--- config.mk ---
export PLATFORM = sky130hd
export DESIGN_NAME = json_string_unescape_top
export DESIGN_NICKNAME = d
export VERILOG_FILES = /design/src/hw/rtl/jsu_pkg.sv /design/src/hw/rtl/json_string_unescape_top.sv /design/src/hw/rtl/jsu_decode.sv /design/src/hw/rtl/jsu_out_buf.sv
export SDC_FILE = /design/constraint.sdc
export NUM_CORES = 1
export LEC_CHECK = 0
export BUFFER_PORTS_ARGS = -buffer_cell sky130_fd_sc_hd__buf_2
export CAP_MARGIN = 30
export CORE_MARGIN = 2
export CORE_UTILIZATION = 25
export CTS_BUF_LIST = sky130_fd_sc_hd__clkbuf_2
export CTS_CLUSTER_DIAMETER = 30
export DETAILED_ROUTE_END_ITERATION = 12
export PLACE_DENSITY = 0.41
export SYNTH_ARGS = -nofsm -noshare
export SYNTH_HDL_FRONTEND = slang
export SYNTH_SLANG_ARGS = --single-unit
--- constraint.sdc ---
create_clock -name clk -period 4.7 [get_ports clk]
set_input_delay 0.94 -clock clk [delete_from_list [all_inputs] [get_ports clk]]
set_output_delay 0.94 -clock clk [all_outputs]
set_load 0.03 [all_outputs]
--- src/hw/rtl/jsu_pkg.sv ---
// Shared types, character codes and UTF-8 helpers for the JSON string unescaper.
`timescale 1ns / 1ps

package jsu_pkg;

  // result kinds
  localparam logic [1:0] KIND_DATA  = 2'd0;
  localparam logic [1:0] KIND_DONE  = 2'd1;
  localparam logic [1:0] KIND_ERROR = 2'd2;

  // error codes
  localparam logic [1:0] ERR_NONE    = 2'd0;
  localparam logic [1:0] ERR_EOF     = 2'd1;
  localparam logic [1:0] ERR_ESCAPE  = 2'd2;
  localparam logic [1:0] ERR_CONTROL = 2'd3;

  // characters
  localparam logic [7:0] CH_NUL    = 8'h00;
  localparam logic [7:0] CH_QUOTE  = 8'h22;
  localparam logic [7:0] CH_BSLASH = 8'h5C;
  localparam logic [7:0] CH_SLASH  = 8'h2F;
  localparam logic [7:0] CH_QMARK  = 8'h3F;
  localparam logic [7:0] CH_SPACE  = 8'h20;
  localparam logic [7:0] CH_B      = 8'h62;
  localparam logic [7:0] CH_F      = 8'h66;
  localparam logic [7:0] CH_N      = 8'h6E;
  localparam logic [7:0] CH_R      = 8'h72;
  localparam logic [7:0] CH_T      = 8'h74;
  localparam logic [7:0] CH_U      = 8'h75;
  localparam logic [7:0] CH_BS     = 8'h08;
  localparam logic [7:0] CH_FF     = 8'h0C;
  localparam logic [7:0] CH_LF     = 8'h0A;
  localparam logic [7:0] CH_CR     = 8'h0D;
  localparam logic [7:0] CH_TAB    = 8'h09;

  localparam int MAX_RES = 4;

  typedef enum logic [6:0] {
    PH_PLAIN    = 7'b0000001,
    PH_ESC      = 7'b0000010,
    PH_HEX1     = 7'b0000100,
    PH_HELD     = 7'b0001000,
    PH_HELD_ESC = 7'b0010000,
    PH_HEX2     = 7'b0100000,
    PH_IDLE     = 7'b1000000
  } phase_t;

  typedef struct packed {
    phase_t      phase;
    logic [15:0] hex_accum;
    logic [1:0]  digit_count;
    logic        bad_digit_seen;
    logic [9:0]  held_high;
  } dec_state_t;

  typedef struct packed {
    logic [7:0] out_byte;
    logic [1:0] kind;
    logic [1:0] error_code;
  } res_t;

  typedef struct packed {
    logic [2:0]               n;
    res_t [MAX_RES-1:0]       r;
  } res_list_t;

  function automatic res_t data_res(input logic [7:0] b);
    res_t x;
    x.out_byte   = b;
    x.kind       = KIND_DATA;
    x.error_code = ERR_NONE;
    return x;
  endfunction

  function automatic res_list_t one_res(input res_t x);
    res_list_t l;
    l      = '0;
    l.n    = 3'd1;
    l.r[0] = x;
    return l;
  endfunction

  function automatic res_list_t fail_res(input logic [1:0] code);
    res_t x;
    x.out_byte   = 8'h00;
    x.kind       = KIND_ERROR;
    x.error_code = code;
    return one_res(x);
  endfunction

  // {valid, value}
  function automatic logic [4:0] hex_val(input logic [7:0] c);
    logic [4:0] v;
    if (c >= 8'h30 && c <= 8'h39) begin
      v = {1'b1, c[3:0]};
    end else if ((c >= 8'h61 && c <= 8'h66) || (c >= 8'h41 && c <= 8'h46)) begin
      v = {1'b1, c[3:0] + 4'd9};
    end else begin
      v = 5'd0;
    end
    return v;
  endfunction

  // UTF-8 encoding of a code point; surrogates in the BMP become '?'
  function automatic res_list_t encode(input logic [20:0] cp);
    res_list_t l;
    l = '0;
    if (cp < 21'h80) begin
      l.n    = 3'd1;
      l.r[0] = data_res(cp[7:0]);
    end else if (cp < 21'h800) begin
      l.n    = 3'd2;
      l.r[0] = data_res({3'b110, cp[10:6]});
      l.r[1] = data_res({2'b10, cp[5:0]});
    end else if (cp < 21'h10000) begin
      if (cp >= 21'hD800 && cp <= 21'hDFFF) begin
        l.n    = 3'd1;
        l.r[0] = data_res(CH_QMARK);
      end else begin
        l.n    = 3'd3;
        l.r[0] = data_res({4'b1110, cp[15:12]});
        l.r[1] = data_res({2'b10, cp[11:6]});
        l.r[2] = data_res({2'b10, cp[5:0]});
      end
    end else begin
      l.n    = 3'd4;
      l.r[0] = data_res({5'b11110, cp[20:18]});
      l.r[1] = data_res({2'b10, cp[17:12]});
      l.r[2] = data_res({2'b10, cp[11:6]});
      l.r[3] = data_res({2'b10, cp[5:0]});
    end
    return l;
  endfunction

endpackage

--- src/hw/rtl/json_string_unescape_top.sv ---
// Top level of the JSON string unescaper: parser state, decode and result register.
`timescale 1ns / 1ps

// Takes the bytes of a JSON string body (after the opening quote), one per
// transfer on s_*, with a zero byte meaning end of text, and sends decoded UTF-8
// bytes, a done marker on the closing quote, or an error on m_*. An input byte
// that yields one result or none is taken every cycle while m_* does not stall;
// a byte that yields several results (escapes expanding to 2..4 UTF-8 bytes, or
// a dropped surrogate '?' followed by more) holds s_tready low until its last
// result is taken, as the result register drains one byte per cycle while
// m_tready is high. The first result appears in the cycle after its input
// transfer. m_tlast marks the final result of each input byte. After done or
// error the block drops bytes without results until a '"' starts a new body.
module json_string_unescape_top (
  input  logic        clk,
  input  logic        rst,
  input  logic        s_tvalid,
  output logic        s_tready,
  input  logic [7:0]  s_tdata,   // [7:0] in_byte
  output logic        m_tvalid,
  input  logic        m_tready,
  output logic [15:0] m_tdata,   // [7:0] out_byte, [9:8] error_code, [15:10] zero
  output logic [1:0]  m_tuser,   // [1:0] kind
  output logic        m_tlast
);

  jsu_pkg::dec_state_t st;
  jsu_pkg::dec_state_t st_next;
  jsu_pkg::res_list_t  res;
  jsu_pkg::res_t       m_res;
  logic                can_load;
  logic                xfer;

  assign s_tready = can_load;
  assign xfer     = s_tvalid & s_tready;

  jsu_decode u_decode (
    .st      (st),
    .in_byte (s_tdata),
    .st_next (st_next),
    .res     (res)
  );

  jsu_out_buf u_out_buf (
    .clk      (clk),
    .rst      (rst),
    .load     (xfer),
    .res      (res),
    .can_load (can_load),
    .m_tvalid (m_tvalid),
    .m_tready (m_tready),
    .m_res    (m_res),
    .m_last   (m_tlast)
  );

  // phase in the top bits, hex registers and held surrogate cleared
  always_ff @(posedge clk) begin
    if (rst) begin
      st <= {jsu_pkg::PH_PLAIN, 29'd0};
    end else if (xfer) begin
      st <= st_next;
    end
  end

  assign m_tdata = {6'd0, m_res.error_code, m_res.out_byte};
  assign m_tuser = m_res.kind;

endmodule

--- src/hw/rtl/jsu_decode.sv ---
// Per-byte decode: next parser state and the list of result bytes for one input byte.
`timescale 1ns / 1ps

module jsu_decode (
  input  jsu_pkg::dec_state_t st,
  input  logic [7:0]          in_byte,
  output jsu_pkg::dec_state_t st_next,
  output jsu_pkg::res_list_t  res
);

  typedef struct packed {
    jsu_pkg::res_list_t l;
    jsu_pkg::phase_t    ph;
  } step_t;

  function automatic step_t do_plain(input logic [7:0] c);
    step_t s;
    jsu_pkg::res_t done;
    done.out_byte   = 8'h00;
    done.kind       = jsu_pkg::KIND_DONE;
    done.error_code = jsu_pkg::ERR_NONE;
    s.l  = '0;
    s.ph = jsu_pkg::PH_PLAIN;
    if (c == jsu_pkg::CH_NUL) begin
      s.l  = jsu_pkg::fail_res(jsu_pkg::ERR_EOF);
      s.ph = jsu_pkg::PH_IDLE;
    end else if (c == jsu_pkg::CH_QUOTE) begin
      s.l  = jsu_pkg::one_res(done);
      s.ph = jsu_pkg::PH_IDLE;
    end else if (c == jsu_pkg::CH_BSLASH) begin
      s.ph = jsu_pkg::PH_ESC;
    end else if (c < jsu_pkg::CH_SPACE) begin
      s.l  = jsu_pkg::fail_res(jsu_pkg::ERR_CONTROL);
      s.ph = jsu_pkg::PH_IDLE;
    end else begin
      s.l = jsu_pkg::one_res(jsu_pkg::data_res(c));
    end
    return s;
  endfunction

  // \u only moves to PH_HEX1 here; the caller clears the hex registers
  function automatic step_t do_escape(input logic [7:0] c);
    step_t s;
    s.l  = '0;
    s.ph = jsu_pkg::PH_PLAIN;
    case (c)
      jsu_pkg::CH_QUOTE:  s.l = jsu_pkg::one_res(jsu_pkg::data_res(jsu_pkg::CH_QUOTE));
      jsu_pkg::CH_BSLASH: s.l = jsu_pkg::one_res(jsu_pkg::data_res(jsu_pkg::CH_BSLASH));
      jsu_pkg::CH_SLASH:  s.l = jsu_pkg::one_res(jsu_pkg::data_res(jsu_pkg::CH_SLASH));
      jsu_pkg::CH_B:      s.l = jsu_pkg::one_res(jsu_pkg::data_res(jsu_pkg::CH_BS));
      jsu_pkg::CH_F:      s.l = jsu_pkg::one_res(jsu_pkg::data_res(jsu_pkg::CH_FF));
      jsu_pkg::CH_N:      s.l = jsu_pkg::one_res(jsu_pkg::data_res(jsu_pkg::CH_LF));
      jsu_pkg::CH_R:      s.l = jsu_pkg::one_res(jsu_pkg::data_res(jsu_pkg::CH_CR));
      jsu_pkg::CH_T:      s.l = jsu_pkg::one_res(jsu_pkg::data_res(jsu_pkg::CH_TAB));
      jsu_pkg::CH_U:      s.ph = jsu_pkg::PH_HEX1;
      jsu_pkg::CH_NUL: begin
        s.l  = jsu_pkg::fail_res(jsu_pkg::ERR_EOF);
        s.ph = jsu_pkg::PH_IDLE;
      end
      default: begin
        s.l  = jsu_pkg::fail_res(jsu_pkg::ERR_ESCAPE);
        s.ph = jsu_pkg::PH_IDLE;
      end
    endcase
    return s;
  endfunction

  logic [4:0]         hv;
  logic [15:0]        acc_shift;
  logic               bad_shift;
  logic               window_full;
  logic [20:0]        pair_cp;
  logic               pre;
  jsu_pkg::res_list_t main_l;
  step_t              s;

  assign hv          = jsu_pkg::hex_val(in_byte);
  assign acc_shift   = {st.hex_accum[11:0], hv[3:0]};
  assign bad_shift   = st.bad_digit_seen | ~hv[4];
  assign window_full = (st.digit_count == 2'd3);
  assign pair_cp     = {1'b0, st.held_high, acc_shift[9:0]} + 21'h10000;

  always_comb begin
    st_next = st;
    main_l  = '0;
    pre     = 1'b0;
    s       = '0;
    case (st.phase)
      jsu_pkg::PH_PLAIN: begin
        s             = do_plain(in_byte);
        main_l        = s.l;
        st_next.phase = s.ph;
      end
      jsu_pkg::PH_ESC, jsu_pkg::PH_HELD_ESC: begin
        if (st.phase == jsu_pkg::PH_HELD_ESC && in_byte == jsu_pkg::CH_U) begin
          st_next.phase = jsu_pkg::PH_HEX2;
        end else begin
          pre           = (st.phase == jsu_pkg::PH_HELD_ESC);
          s             = do_escape(in_byte);
          main_l        = s.l;
          st_next.phase = s.ph;
        end
        if (in_byte == jsu_pkg::CH_U) begin
          st_next.hex_accum      = 16'h0000;
          st_next.digit_count    = 2'd0;
          st_next.bad_digit_seen = 1'b0;
        end
      end
      jsu_pkg::PH_HELD: begin
        if (in_byte == jsu_pkg::CH_BSLASH) begin
          st_next.phase = jsu_pkg::PH_HELD_ESC;
        end else begin
          pre           = 1'b1;
          s             = do_plain(in_byte);
          main_l        = s.l;
          st_next.phase = s.ph;
        end
      end
      jsu_pkg::PH_HEX1, jsu_pkg::PH_HEX2: begin
        if (in_byte == jsu_pkg::CH_NUL) begin
          main_l        = jsu_pkg::fail_res(jsu_pkg::ERR_EOF);
          st_next.phase = jsu_pkg::PH_IDLE;
        end else begin
          st_next.hex_accum      = acc_shift;
          st_next.bad_digit_seen = bad_shift;
          st_next.digit_count    = window_full ? 2'd0 : st.digit_count + 2'd1;
          if (window_full) begin
            pre = (st.phase == jsu_pkg::PH_HEX2);
            if (bad_shift) begin
              main_l        = jsu_pkg::fail_res(jsu_pkg::ERR_ESCAPE);
              st_next.phase = jsu_pkg::PH_IDLE;
            end else if (st.phase == jsu_pkg::PH_HEX2 &&
                         acc_shift >= 16'hDC00 && acc_shift <= 16'hDFFF) begin
              pre           = 1'b0;
              main_l        = jsu_pkg::encode(pair_cp);
              st_next.phase = jsu_pkg::PH_PLAIN;
            end else if (acc_shift >= 16'hD800 && acc_shift <= 16'hDBFF) begin
              // high surrogate: hold until the next byte or escape decides
              st_next.held_high = acc_shift[9:0];
              st_next.phase     = jsu_pkg::PH_HELD;
            end else begin
              main_l        = jsu_pkg::encode({5'd0, acc_shift});
              st_next.phase = jsu_pkg::PH_PLAIN;
            end
          end
        end
      end
      jsu_pkg::PH_IDLE: begin
        if (in_byte == jsu_pkg::CH_QUOTE) begin
          st_next = '0;
          st_next.phase = jsu_pkg::PH_PLAIN;
        end
      end
      default: begin
        st_next = '0;
        st_next.phase = jsu_pkg::PH_PLAIN;
      end
    endcase
  end

  // prepend '?' for a dropped high surrogate
  always_comb begin
    res.n = main_l.n + {2'b00, pre};
    if (pre) begin
      res.r[0] = jsu_pkg::data_res(jsu_pkg::CH_QMARK);
      for (int i = 1; i < jsu_pkg::MAX_RES; i++) begin
        res.r[i] = main_l.r[i-1];
      end
    end else begin
      res.r = main_l.r;
    end
  end

endmodule

--- src/hw/rtl/jsu_out_buf.sv ---
// Result register: holds the result bytes of one input byte and sends them one per transfer.
`timescale 1ns / 1ps

module jsu_out_buf (
  input  logic               clk,
  input  logic               rst,
  input  logic               load,
  input  jsu_pkg::res_list_t res,
  output logic               can_load,
  output logic               m_tvalid,
  input  logic               m_tready,
  output jsu_pkg::res_t      m_res,
  output logic               m_last
);

  jsu_pkg::res_t [jsu_pkg::MAX_RES-1:0] buf_r;
  logic [2:0] count;
  logic [1:0] idx;
  logic       valid;

  assign m_tvalid = valid;
  assign m_res    = buf_r[idx];
  assign m_last   = ({1'b0, idx} == count - 3'd1);
  assign can_load = ~valid | (m_tready & m_last);

  always_ff @(posedge clk) begin
    if (rst) begin
      valid <= 1'b0;
      idx   <= 2'd0;
    end else if (load) begin
      valid <= (res.n != 3'd0);
      idx   <= 2'd0;
    end else if (valid && m_tready) begin
      if (m_last) begin
        valid <= 1'b0;
      end else begin
        idx <= idx + 2'd1;
      end
    end
  end

  always_ff @(posedge clk) begin
    if (load) begin
      buf_r <= res.r;
      count <= res.n;
    end
  end

endmodule
Word-level counts from Yosys, hierarchy flattened:

Index checks and enable logic that the tools add are counted.

* bits in registers: 86
* ROM bits: 0
* RAM bits: 0
* input port bits: 12
* output and inout port bits: 21
* logic and storage cells: 180
* memories: 0
* latch bits: 0

* multiplexer cells: 72
* add/subtract/negate cells: 6
* shift-type cells: 0
* div/mod/pow operators: 0
* reduce and logical (&&, ||, !) cells: 26
* bitwise operators: 9
* $mul: 0
* magnitude comparators: 21
* equality and inequality tests: 26

Operator list (count)
* $pmux 49 s10: 1
* $mux 51: 7
* $pmux 51 s4: 1
* $mux 58: 3
* $mux 36: 4
* $mux 24: 5
* $mux 12: 8
* $pmux 15 s4: 1
* $eq 8x7->1 const B: 7
* $mux 7: 8
* $mux 49: 1
* $ge 16x16->1 const B: 3
* $le 16x16->1 const B: 3
* $mux 48: 1
* $mux 10: 4
* $pmux 7 s5: 1
* $pmux 10 s3: 1
* $mux 25: 1
* $bmux 12 s2: 1
* $add 20x17->21 const B: 1
* $ge 21x16->1 const B: 1
* $le 21x16->1 const B: 1
* $lt 21x12->1 const B: 1
* $lt 21x17->1 const B: 1
* 50 further kinds: 94

Longest topological paths before layout:

Gate-level depths: netlist (run 1).

* depth after elaboration: 20
* gate-level depth with buffers: 15
* gate-level depth less buffers: 14

Hierarchy:

Synthesis (run 1) repeated with hierarchy kept, for this count alone.

* cells, all modules: 739
* area total of the unflattened synthesis: 6941.7 um^2

By module, submodules not included
* jsu_decode: area each 3035.4 um^2, instances 1, cells an instance 468, sequential area each 0.0 um^2
* jsu_out_buf: area each 2138.3 um^2, instances 1, cells an instance 99, sequential area each 1591.5 um^2
* json_string_unescape_top: area each 1767.9 um^2, instances 1, cells an instance 172, sequential area each 720.7 um^2

Worst setup path after synthesis (run 1):

OpenSTA, ideal clock, no wires.

* path type: input to register
* start point: input port m_tready
* end point: register st[13] (netlist name)
* setup time: 128 ps
* path slack: -319 ps
* stages: 9
* buffers on the path: 2
* data required time: 4572 ps
* data arrival time: 4891 ps
* path through: inv_1 o41ai_1 and2_1 o31ai_1 or4_1 clkbuf_1 clkbuf_1 a21oi_1 nor2_1

* word-level cells in the longest chain between the ends: 4

Ends and longest elaborated chain
* from (decl): line json_string_unescape_top.sv:21 `input logic m_tready,`
* $and 1x1->1: line jsu_out_buf.sv:24 `assign can_load = ~valid | (m_tready & m_last);`
* $or 1x1->1: line jsu_out_buf.sv:24
* via s_tready: line json_string_unescape_top.sv:18 `output logic s_tready,`
* $and 1x1->1: line json_string_unescape_top.sv:35 `assign xfer = s_tvalid & s_tready;`
* via u_out_buf.load: line jsu_out_buf.sv:7 `input logic load,`
* $reduce_and 5->1 (no line)

The timed path passes the listed nets, and every way through them passes these cells.
A chain may end at the register's enable or synchronous reset.

Worst setup path in the final report (run 1):

* start point: input port s_tdata[3]
* end point: register u_out_buf.buf_r[10] (netlist bit), data pin

* word-level cells in the longest chain between the ends: 17
* elaborated cells between the ends (all ways): 75
* classes of those cells: add/sub: 2; order compare: 20; eq/ne: 9; mux: 31; bitwise: 2; reduce/logical: 11

Ends and longest elaborated chain
* from (decl): line json_string_unescape_top.sv:19 `input logic [7:0] s_tdata,`
* $ge 8x7->1 / $le 8x7->1 (equally long branches): line jsu_pkg.sv:96 `end else if ((c >= 8'h61 && c <= 8'h66) || (c >= 8'h41 && c <= 8'h46)) begin`
* $logic_and 1x1->1: line jsu_pkg.sv:96
* $logic_or 1x1->1: line jsu_pkg.sv:96
* $mux 5: line jsu_pkg.sv:96
* $mux 5: line jsu_pkg.sv:94 `if (c >= 8'h30 && c <= 8'h39) begin`
* $add 20x17->21: line jsu_decode.sv:81 `assign pair_cp = {1'b0, st.held_high, acc_shift[9:0]} + 21'h10000;`
* $ge 21x16->1 / $le 21x16->1 (equally long branches): line jsu_pkg.sv:116 `if (cp >= 21'hD800 && cp <= 21'hDFFF) begin`
* $logic_and 1x1->1: line jsu_pkg.sv:116
* $mux 12: line jsu_pkg.sv:116
* $mux 36: line jsu_pkg.sv:115 `end else if (cp < 21'h10000) begin`
* $mux 24: line jsu_pkg.sv:111 `end else if (cp < 21'h800) begin`
* $mux 12: line jsu_pkg.sv:108 `if (cp < 21'h80) begin`
* $mux 51: line jsu_decode.sv:132 `end else if (st.phase == jsu_pkg::PH_HEX2 &&`
* $mux 51: line jsu_decode.sv:129 `if (bad_shift) begin`
* $mux 51: line jsu_decode.sv:127 `if (window_full) begin`
* $mux 51: line jsu_decode.sv:120 `if (in_byte == jsu_pkg::CH_NUL) begin`
* $pmux 51 s4: line jsu_decode.sv:88 `case (st.phase)`
* to (signal assigned): line jsu_out_buf.sv:44 `buf_r <= res.r;`
* to (decl): line jsu_out_buf.sv:16 `jsu_pkg::res_t [jsu_pkg::MAX_RES-1:0] buf_r;`

Parallel ways exist; a longest one is shown, timed or not.

==> results of run 1 <==
==> routing by layer <==
| layer | track usage, % | share of wire (%) | vias up |
|---|---|---|---|
| met1 | 23.4 | 47 | 2425 |
| li1 | - | - | 2421 |
| met5 | 0 | 0 | - |
| met2 | 25.3 | 44 | 182 |
| met3 | 3.78 | 6.4 | 30 |
| met4 | 5.57 | 2.4 | 0 |
==> flip-flops by register name, summed over array words and instances (netlist names) <==
name	count
u_out_buf.m_tvalid	1
u_out_buf.idx	2
st	32
u_out_buf.buf_r	38
u_out_buf.count	3
==> cell families after synthesis <==
| group | Yosys count | share of synthesized area (%) |
|---|---|---|
| flip-flops | 76 | 36.4 |
| XOR/XNOR | 7 | 1.15 |
| AO/OA/AOI/OAI | 183 | 23.6 |
| multiplexers | 18 | 5.07 |
| AND/OR/NAND/NOR | 280 | 26.2 |
| adder cells (fa/ha/maj) | 11 | 2.59 |
| other | 1 | 0.0706 |
| buffers and inverters | 60 | 4.90 |
==> critical path: stages <==
cell	delay [ps]
buf_2	210
or4b_4	600
a311oi_4	510
o221ai_1	210
or4_4	520
a2111oi_1	540
o21ai_1	150
a21oi_1	280
nor2_1	70
==> stage by stage <==
step | setup slack (ps) | total power, mW
finish | 1030 | 1.31
CTS | 1060 | 1.33
global placement | 544 | 1.02
global route | 832 | 1.38
floorplan | 151 | 0.941
detailed placement | 492 | 1.02
==> where the power goes <==
group | internal (mW) | total (mW) | switching [mW]
Combinational | 0.0782 | 0.253 | 0.175
Clock | 0.0700 | 0.311 | 0.241
Sequential | 0.736 | 0.748 | 0.0120
==> worst min-delay path by stage <==
stage / from / to / cells past startpoint
3_3_place_gp: st[12] / st[12] / 2
3_5_place_dp: st[12] / st[12] / 2
4_1_cts: st[12] / st[12] / 2
5_1_grt: st[12] / st[12] / 2
2_1_floorplan: st[12] / st[12] / 2
6_report: st[12] / st[12] / 2
==> synthesized netlist by cell type (8+ instances only) <==
| cell type | number | share of area (%) |
|---|---|---|
| nor2b_1 | 8 | 0.94 |
| nor2_1 | 73 | 5.2 |
| nand3_1 | 39 | 3.7 |
| a21oi_1 | 62 | 5.8 |
| inv_1 | 10 | 0.71 |
| nand2_1 | 63 | 4.5 |
| o21ai_0 | 31 | 2.9 |
| nor3_1 | 26 | 2.5 |
| ha_1 | 11 | 2.6 |
| edfxtp_1 | 41 | 23 |
| dfxtp_1 | 35 | 13 |
| nor4_1 | 12 | 1.4 |
| clkbuf_1 | 34 | 2.4 |
| nand2b_1 | 9 | 1.1 |
| mux2i_1 | 10 | 1.9 |
| and2_1 | 8 | 0.94 |
==> cell type report <==
type / count / area (um^2) / area share (%)
inverter: 12 / 45.0 / 0.772
tap: 275 / 344 / 5.90
timing repair buffer: 47 / 288 / 4.93
clock inverter: 5 / 28.8 / 0.493
multi-input combinational: 505 / 3140 / 53.8
sequential: 76 / 1930 / 33.1
antenna: 2 / 5.00 / 0.0858
clock buffer: 11 / 55.1 / 0.943
==> impl_metrics.json, run 1 <==
{
  "p_leak_nw": 2.09,
  "critical_path.endpoint": "u_out_buf.buf_r[10]",
  "place_congestion": 0.927,
  "cts_max_level": 3,
  "drv_cap": 0,
  "critPathCaptureType": "register",
  "tightest_slew_ps": 921,
  "outcome": "complete, no violations",
  "std_cell_rows": 53,
  "syn_area_per_cell_um2": 8.35,
  "final_area_um2": 5840,
  "ctsResizeCount": 0,
  "drv_slew": 0,
  "r2r_start": "st[6]",
  "grt_pass1_vias": 4807,
  "period_share_pct": 78.2,
  "numCtsBuffers": 9,
  "skew_ps": 32.4,
  "ys_ff_latch": 76,
  "yosysWarningCount": 0,
  "crit_required_ps": 5050,
  "die_area_um2": 22400,
  "cts_sinks": 76,
  "via_count": 5058,
  "reg2reg_depth": 13,
  "crit_path_start_kind": "input pin",
  "yosys.cell_types.count": 86,
  "worst-setup-path-type": "input pin to register",
  "min_path_type": "register to register",
  "critPathLaunch": "s_tdata[3]",
  "setup_tns_ps": 0,
  "portBuffers": 26,
  "synth_area_um2": 5310,
  "power-per-cell-area_nw_per_um2": 225,
  "final_antenna_net_count": 0,
  "ff2ff_setup_slack_ps": 1080,
  "drc_errors": 0,
  "core_um2": 21000,
  "fin_nets": 674,
  "drtIter0Drc": 492,
  "layout_min_cycle_time_ps": 3670,
  "clk_pin_slew_worst_paths_ps": 220,
  "clk_latency_ps": 590,
  "overflow": 0,
  "grt_pass1_wl_um": 28500,
  "routedWlPerCell_um": 19.4,
  "layout_commonest_cell": "nor2_1",
  "cp_max_fo": 18,
  "rr_endpoint": "u_out_buf.m_tvalid",
  "fp.dieH_um": 150,
  "cts_tree": "built",
  "layout_common_cells": "nor2_1 (73), nand2_1 (63), a21oi_1 (62), edfxtp_1 (41), nand3_1 (39)",
  "fmax_mhz": 272,
  "rsz0062_at_grt": "false",
  "antenna_found_initial": 1,
  "dp.cells": 915,
  "die_x_um": 150,
  "peakVddDrop_mv": 0.0719,
  "clk_root_buffer_cell": "clkbuf_2",
  "grt_start_max_net_pins": 43,
  "dp_hpwl_um": 13700,
  "viasPerCell": 5.42,
  "fillCellCount": 2302,
  "syn2layout_area_growth_pct": 9.90,
  "drt-total-wl_um": 18100,
  "final_cells": 933,
  "drive_gt1_share_pct": 13.1,
  "postSynthCellCount": 636,
  "async_flop_share_pct": 0,
  "ys_seq_area_share_pct": 36.4,
  "hold_viol": 0,
  "timing.slew.headroom_pct": 38.4,
  "placed_cell_area_um2": 5750,
  "post-cts-setup-buffers": 0,
  "post-route-util_pct": 27.8,
  "holdWs_ps": 480,
  "gr-usage-all-layers_pct": 16.7,
  "cts_hold_buf": 0,
  "initial_core_util_pct": 25.3,
  "finalSetupViolCount": 0,
  "ys.flop_type": "edfxtp_1",
  "ios": 33,
  "synth_edf_count": 41,
  "cts.path.max_buffers": 2,
  "critPathArrivalTime_ps": 4020,
  "drt_first_pass_iters": 5
}
(Power assumes the default switching activity.)
==> run 2: changes to the inputs <==
==> constraint.sdc (replaced) <==
create_clock -name clk -period 3.8 [get_ports clk]
set_input_delay 0.76 -clock clk [delete_from_list [all_inputs] [get_ports clk]]
set_output_delay 0.76 -clock clk [all_outputs]
set_load 0.03 [all_outputs]
==> impl_metrics.json, run 2 (synthesis gave the netlist of run 1 again) <==
{
  "fin_nets": 711,
  "outcome": "complete, no violations",
  "core_um2": 21000,
  "p_int_mw": 1.18,
  "fp.dieH_um": 150,
  "peakVddDrop_mv": 0.0749,
  "cts_max_level": 3,
  "cp_cell_sequence": "ha_1 -> and2_1 -> a21oi_1 -> nor4_1 -> nand2_1 -> a311oi_1 -> o21ai_0 -> and2_1 -> o221ai_1 -> ha_1 -> ha_1 -> o31ai_1 -> a21oi_1",
  "critPathArrivalTime_ps": 3960,
  "hp-start": "s_tvalid",
  "timing.slew.headroom_pct": 35.1,
  "dp_hpwl_um": 14100,
  "gr-usage-all-layers_pct": 17.0,
  "initial_core_util_pct": 25.3,
  "skew_ps": 51.6,
  "rsz0062_at_grt": "false",
  "holdWs_ps": 448,
  "via_count": 5219,
  "slowest_stage": "dfxtp_1",
  "final_antenna_net_count": 0,
  "placed_cell_area_um2": 6030,
  "post-cts-setup-buffers": 0,
  "layout_commonest_cell": "nor2_1",
  "drt-total-wl_um": 18300,
  "cts_tree": "built",
  "p_sw_share_pct": 31.5,
  "p_leak_nw": 2.30,
  "p_total_mw": 1.72,
  "cp_max_fo": 10,
  "layout_common_cells": "nor2_1 (73), nand2_1 (63), a21oi_1 (62), buf_4 (58), edfxtp_1 (41)",
  "antenna_found_initial": 1,
  "cts_sinks": 76,
  "die_area_um2": 22400,
  "drive_gt1_share_pct": 17.9,
  "comb_power_share_pct": 19.5,
  "reg_top3": "u_out_buf.buf_r: 38 flops, st: 32 flops, u_out_buf.count: 3 flops",
  "critPathCaptureType": "register",
  "ctsResizeCount": 0,
  "crit_required_ps": 4250,
  "ios": 33,
  "finalSetupViolCount": 0,
  "r2r_start": "st[6]",
  "fmax_mhz": 285,
  "drt_first_pass_iters": 7,
  "drv_cap": 0,
  "min_path_type": "input pin to register",
  "holdPathStages": 3,
  "drtIter0Drc": 421,
  "grt_start_max_net_pins": 43,
  "clk_pin_slew_worst_paths_ps": 210,
  "cts.path.max_buffers": 2,
  "multi_input_area_um2": 3150,
  "crit_top_cell": "ha_1",
  "largest_reg_flops": 38,
  "grt_pass1_wl_um": 29200,
  "layout_min_cycle_time_ps": 3510,
  "clk_latency_ps": 590,
  "pwr-share-clk_pct": 26.5,
  "die_x_um": 150,
  "overflow": 0,
  "fillCellCount": 2306,
  "worst-setup-path-type": "register to register",
  "reg2reg_depth": 13,
  "drc_errors": 0,
  "seqCellArea_um2": 1930,
  "hold_viol": 0,
  "setup_tns_ps": 0,
  "p_switching_mw": 0.540,
  "ff2ff_setup_slack_ps": 290,
  "power-per-cell-area_nw_per_um2": 279,
  "period_share_pct": 92.3,
  "seqPwrFrac_pct": 53.9,
  "tightest_slew_ps": 969,
  "viasPerCell": 5.38,
  "final_area_um2": 6140,
  "cp_slowest_stage_delay_ps": 560,
  "clk_root_buffer_cell": "clkbuf_2",
  "routedWlPerCell_um": 18.9,
  "cts_hold_buf": 0,
  "min_to": "u_out_buf.m_tvalid",
  "grt_pass1_vias": 5059,
  "drv_slew": 0,
  "rr_endpoint": "u_out_buf.m_tvalid",
  "numCtsBuffers": 9,
  "syn2layout_area_growth_pct": 15.7,
  "portBuffers": 26,
  "crit_path_start_kind": "register",
  "place_congestion": 0.924,
  "std_cell_rows": 53,
  "largest-register": "u_out_buf.buf_r"
}
==> run 2: worst max-delay path, delay by kind of cell (launching register included) <==
kind                     cells  cell delay, ps
adder cells (fa/ha/maj)      3             690
AO/OA/AOI/OAI                6            1290
AND/OR/NAND/NOR              4             880
flip-flops                   1             560
==> run 2: how the worst max path moves through the flow <==
stage / to / slack [ps] / start / cells past startpoint
2_1_floorplan: u_out_buf.m_tvalid / 10 / s_tdata[3] / 12
3_3_place_gp: u_out_buf.m_tvalid / 30 / s_tdata[3] / 12
3_5_place_dp: u_out_buf.m_tvalid / 10 / s_tdata[3] / 12
4_1_cts: u_out_buf.m_tvalid / 320 / st[6] / 13
5_1_grt: u_out_buf.m_tvalid / 110 / st[6] / 13
6_report: u_out_buf.m_tvalid / 290 / st[6] / 13
==> run 2: cell type report <==
cell class                      count  share of cell area [%]
Multi-Input combinational cell    505                    51.2
Sequential cell                    76                    31.4
Timing Repair Buffer               84                    9.21
Tap cell                          275                    5.60
Clock inverter                      6                   0.896
Clock buffer                       10                   0.815
Inverter                           12                   0.733
Antenna cell                        2                  0.0815
==> run 2: through the flow <==
stage | std cells | setup WS [ps] | utilization (%)
6_report | 970 | 294 | 29.3
3_3_place_gp | 952 | 26.0 | 28.8
2_1_floorplan | 641 | 13.6 | -
5_1_grt | 970 | 113 | 29.3
3_5_place_dp | 952 | 12.2 | 28.8
4_1_cts | 968 | 318 | 29.3
==> run 2: metal layers <==
metal / share of wire [%] / up-vias / wire length [um] / GRT usage, %
met5: 0 / - / 0 / 0
met4: 2.9 / 0 / 539 / 6.98
met3: 4.9 / 33 / 896 / 2.35
met2: 45 / 155 / 8160 / 26.1
met1: 48 / 2537 / 8740 / 23.9
li1: - / 2494 / - / -
==> run 2: power by group through the flow <==
| stage | registers [mW] | clock network (mW) | logic, mW |
|---|---|---|---|
| after floorplan | 0.938 | 0 | 0.227 |
| after global placement | 0.942 | 0 | 0.337 |
| after detailed placement | 0.944 | 0 | 0.337 |
| after CTS | 0.926 | 0.482 | 0.338 |
| after global routing | 0.930 | 0.511 | 0.366 |
| final | 0.925 | 0.455 | 0.335 |
==> run 3: changes to the inputs <==
--- a/config.mk
+++ b/config.mk
@@ -7,6 +7,7 @@
 export LEC_CHECK = 0
 export BUFFER_PORTS_ARGS = -buffer_cell sky130_fd_sc_hd__buf_2
 export CAP_MARGIN = 30
+export CORE_ASPECT_RATIO = 0.75
 export CORE_MARGIN = 2
 export CORE_UTILIZATION = 25
 export CTS_BUF_LIST = sky130_fd_sc_hd__clkbuf_2
==> impl_metrics.json, run 3 (synthesis gave the netlist of run 1 again) <==
{
  "outcome": "complete, no violations",
  "routed.top_layer": "met4",
  "cp_max_fo": 10,
  "cts_hold_buf": 0,
  "reg_top3": "u_out_buf.buf_r: 38 flops, st: 32 flops, u_out_buf.count: 3 flops",
  "routedWlPerCell_um": 19.2,
  "ios": 33,
  "die_area_um2": 22400,
  "worst-setup-path-type": "register to register",
  "overflow": 0,
  "p_total_mw": 1.75,
  "skew_ps": 65.3,
  "hold_viol": 0,
  "wirelength_met1_um": 9700,
  "cts_max_level": 3,
  "period_share_pct": 89.9,
  "largest_reg_flops": 38,
  "p_leak_nw": 2.32,
  "critPathCaptureType": "register",
  "timing.slew.headroom_pct": 44.4,
  "portBuffers": 26,
  "critPathLaunch": "st[6]",
  "ctsResizeCount": 0,
  "drtIter0Drc": 517,
  "clk_latency_ps": 630,
  "grt_pass1_vias": 4841,
  "cts.path.max_buffers": 2,
  "cts_tree": "built",
  "wl_met2_um": 7360,
  "placed_cell_area_um2": 6080,
  "clk_pin_slew_worst_paths_ps": 230,
  "drv_slew": 0,
  "crit_required_ps": 4290,
  "final_antenna_net_count": 0,
  "post-cts-setup-buffers": 0,
  "wl_met3_um": 1630,
  "fmax_mhz": 293,
  "setup_tns_ps": 0,
  "via_count": 5178,
  "syn2layout_area_growth_pct": 16.7,
  "core_um2": 21000,
  "die_x_um": 172,
  "gr-usage-all-layers_pct": 17.4,
  "power-per-cell-area_nw_per_um2": 283,
  "antenna_cells": 0,
  "rsz0062_at_grt": "false",
  "hp-start": "s_tvalid",
  "holdPathStages": 3,
  "r2r_start": "st[6]",
  "initial_core_util_pct": 25.3,
  "layout_commonest_cell": "nor2_1",
  "tightest_slew_ps": 826,
  "final_area_um2": 6190,
  "drt-total-wl_um": 18900,
  "clk_root_buffer_cell": "clkbuf_2",
  "drt_first_pass_iters": 5,
  "fillCellCount": 2248,
  "critPathArrivalTime_ps": 3910,
  "reg2reg_depth": 13,
  "layout_min_cycle_time_ps": 3420,
  "finalSetupViolCount": 0,
  "numCtsBuffers": 9,
  "cts_sinks": 76,
  "grt_start_max_net_pins": 43,
  "holdWs_ps": 418,
  "largest-register": "u_out_buf.buf_r",
  "crit_path_start_kind": "register",
  "fp.dieH_um": 130,
  "layout_common_cells": "nor2_1 (73), nand2_1 (63), a21oi_1 (62), buf_4 (62), edfxtp_1 (41)",
  "dp_hpwl_um": 14500,
  "std_cell_rows": 46,
  "min_path_type": "input pin to register",
  "viasPerCell": 5.26,
  "place_congestion": 0.955,
  "fin_nets": 715,
  "drc_errors": 0,
  "drv_cap": 0,
  "drive_gt1_share_pct": 18.5,
  "peakVddDrop_mv": 0.134,
  "grt_pass1_wl_um": 29300,
  "antenna_found_initial": 0
}
[run 3: worst max-delay path: stages, from the launching register on]
cell      delay (ps)
dfxtp_1          570
ha_1             240
and2_1           210
a21oi_1          170
nor4_1           320
nand2_1          200
a311oi_1         330
o21ai_0          120
and2_1           180
o221ai_1         230
ha_1             210
ha_1             240
o31ai_1          240
a21oi_1           90
[run 3: final cells by class]
class | instances | area, um^2 | share of cell area [%]
clock buffers | 10 | 50.0 | 0.808
multi-input cells | 505 | 3150 | 50.8
inverters | 12 | 45.0 | 0.727
clock inverters | 6 | 65.1 | 1.05
flip-flops and latches | 76 | 1930 | 31.2
well taps | 288 | 360 | 5.82
repair buffers | 88 | 596 | 9.61
[run 3: path summary, 6_finish.rpt]
check	slack [ps]	to
worst max-delay path	380	u_out_buf.m_tvalid
worst min-delay path	420	u_out_buf.m_tvalid
worst max register to register	380	u_out_buf.m_tvalid
worst min register to register	480	st[10]
[run 3: report_power, final]
part	internal [mW]	switching (mW)
Combinational	0.116	0.225
Clock	0.156	0.332
Sequential	0.911	0.0160
[run 3: per-stage QoR]
| stage | util (%) | instances | worst slack (ps) |
|---|---|---|---|
| 2_1_floorplan | - | 641 | 13.6 |
| 3_3_place_gp | 28.9 | 969 | -98.0 |
| 3_5_place_dp | 28.9 | 969 | -104 |
| 4_1_cts | 29.5 | 985 | 377 |
| 5_1_grt | 29.5 | 985 | 79.1 |
| 6_report | 29.5 | 985 | 384 |
[run 3: per-layer routing]
metal	GRT usage, %	vias up
met2	23.6	207
met1	26.9	2456
met4	4.05	0
li1	-	2497
met3	4.67	18
met5	0	-
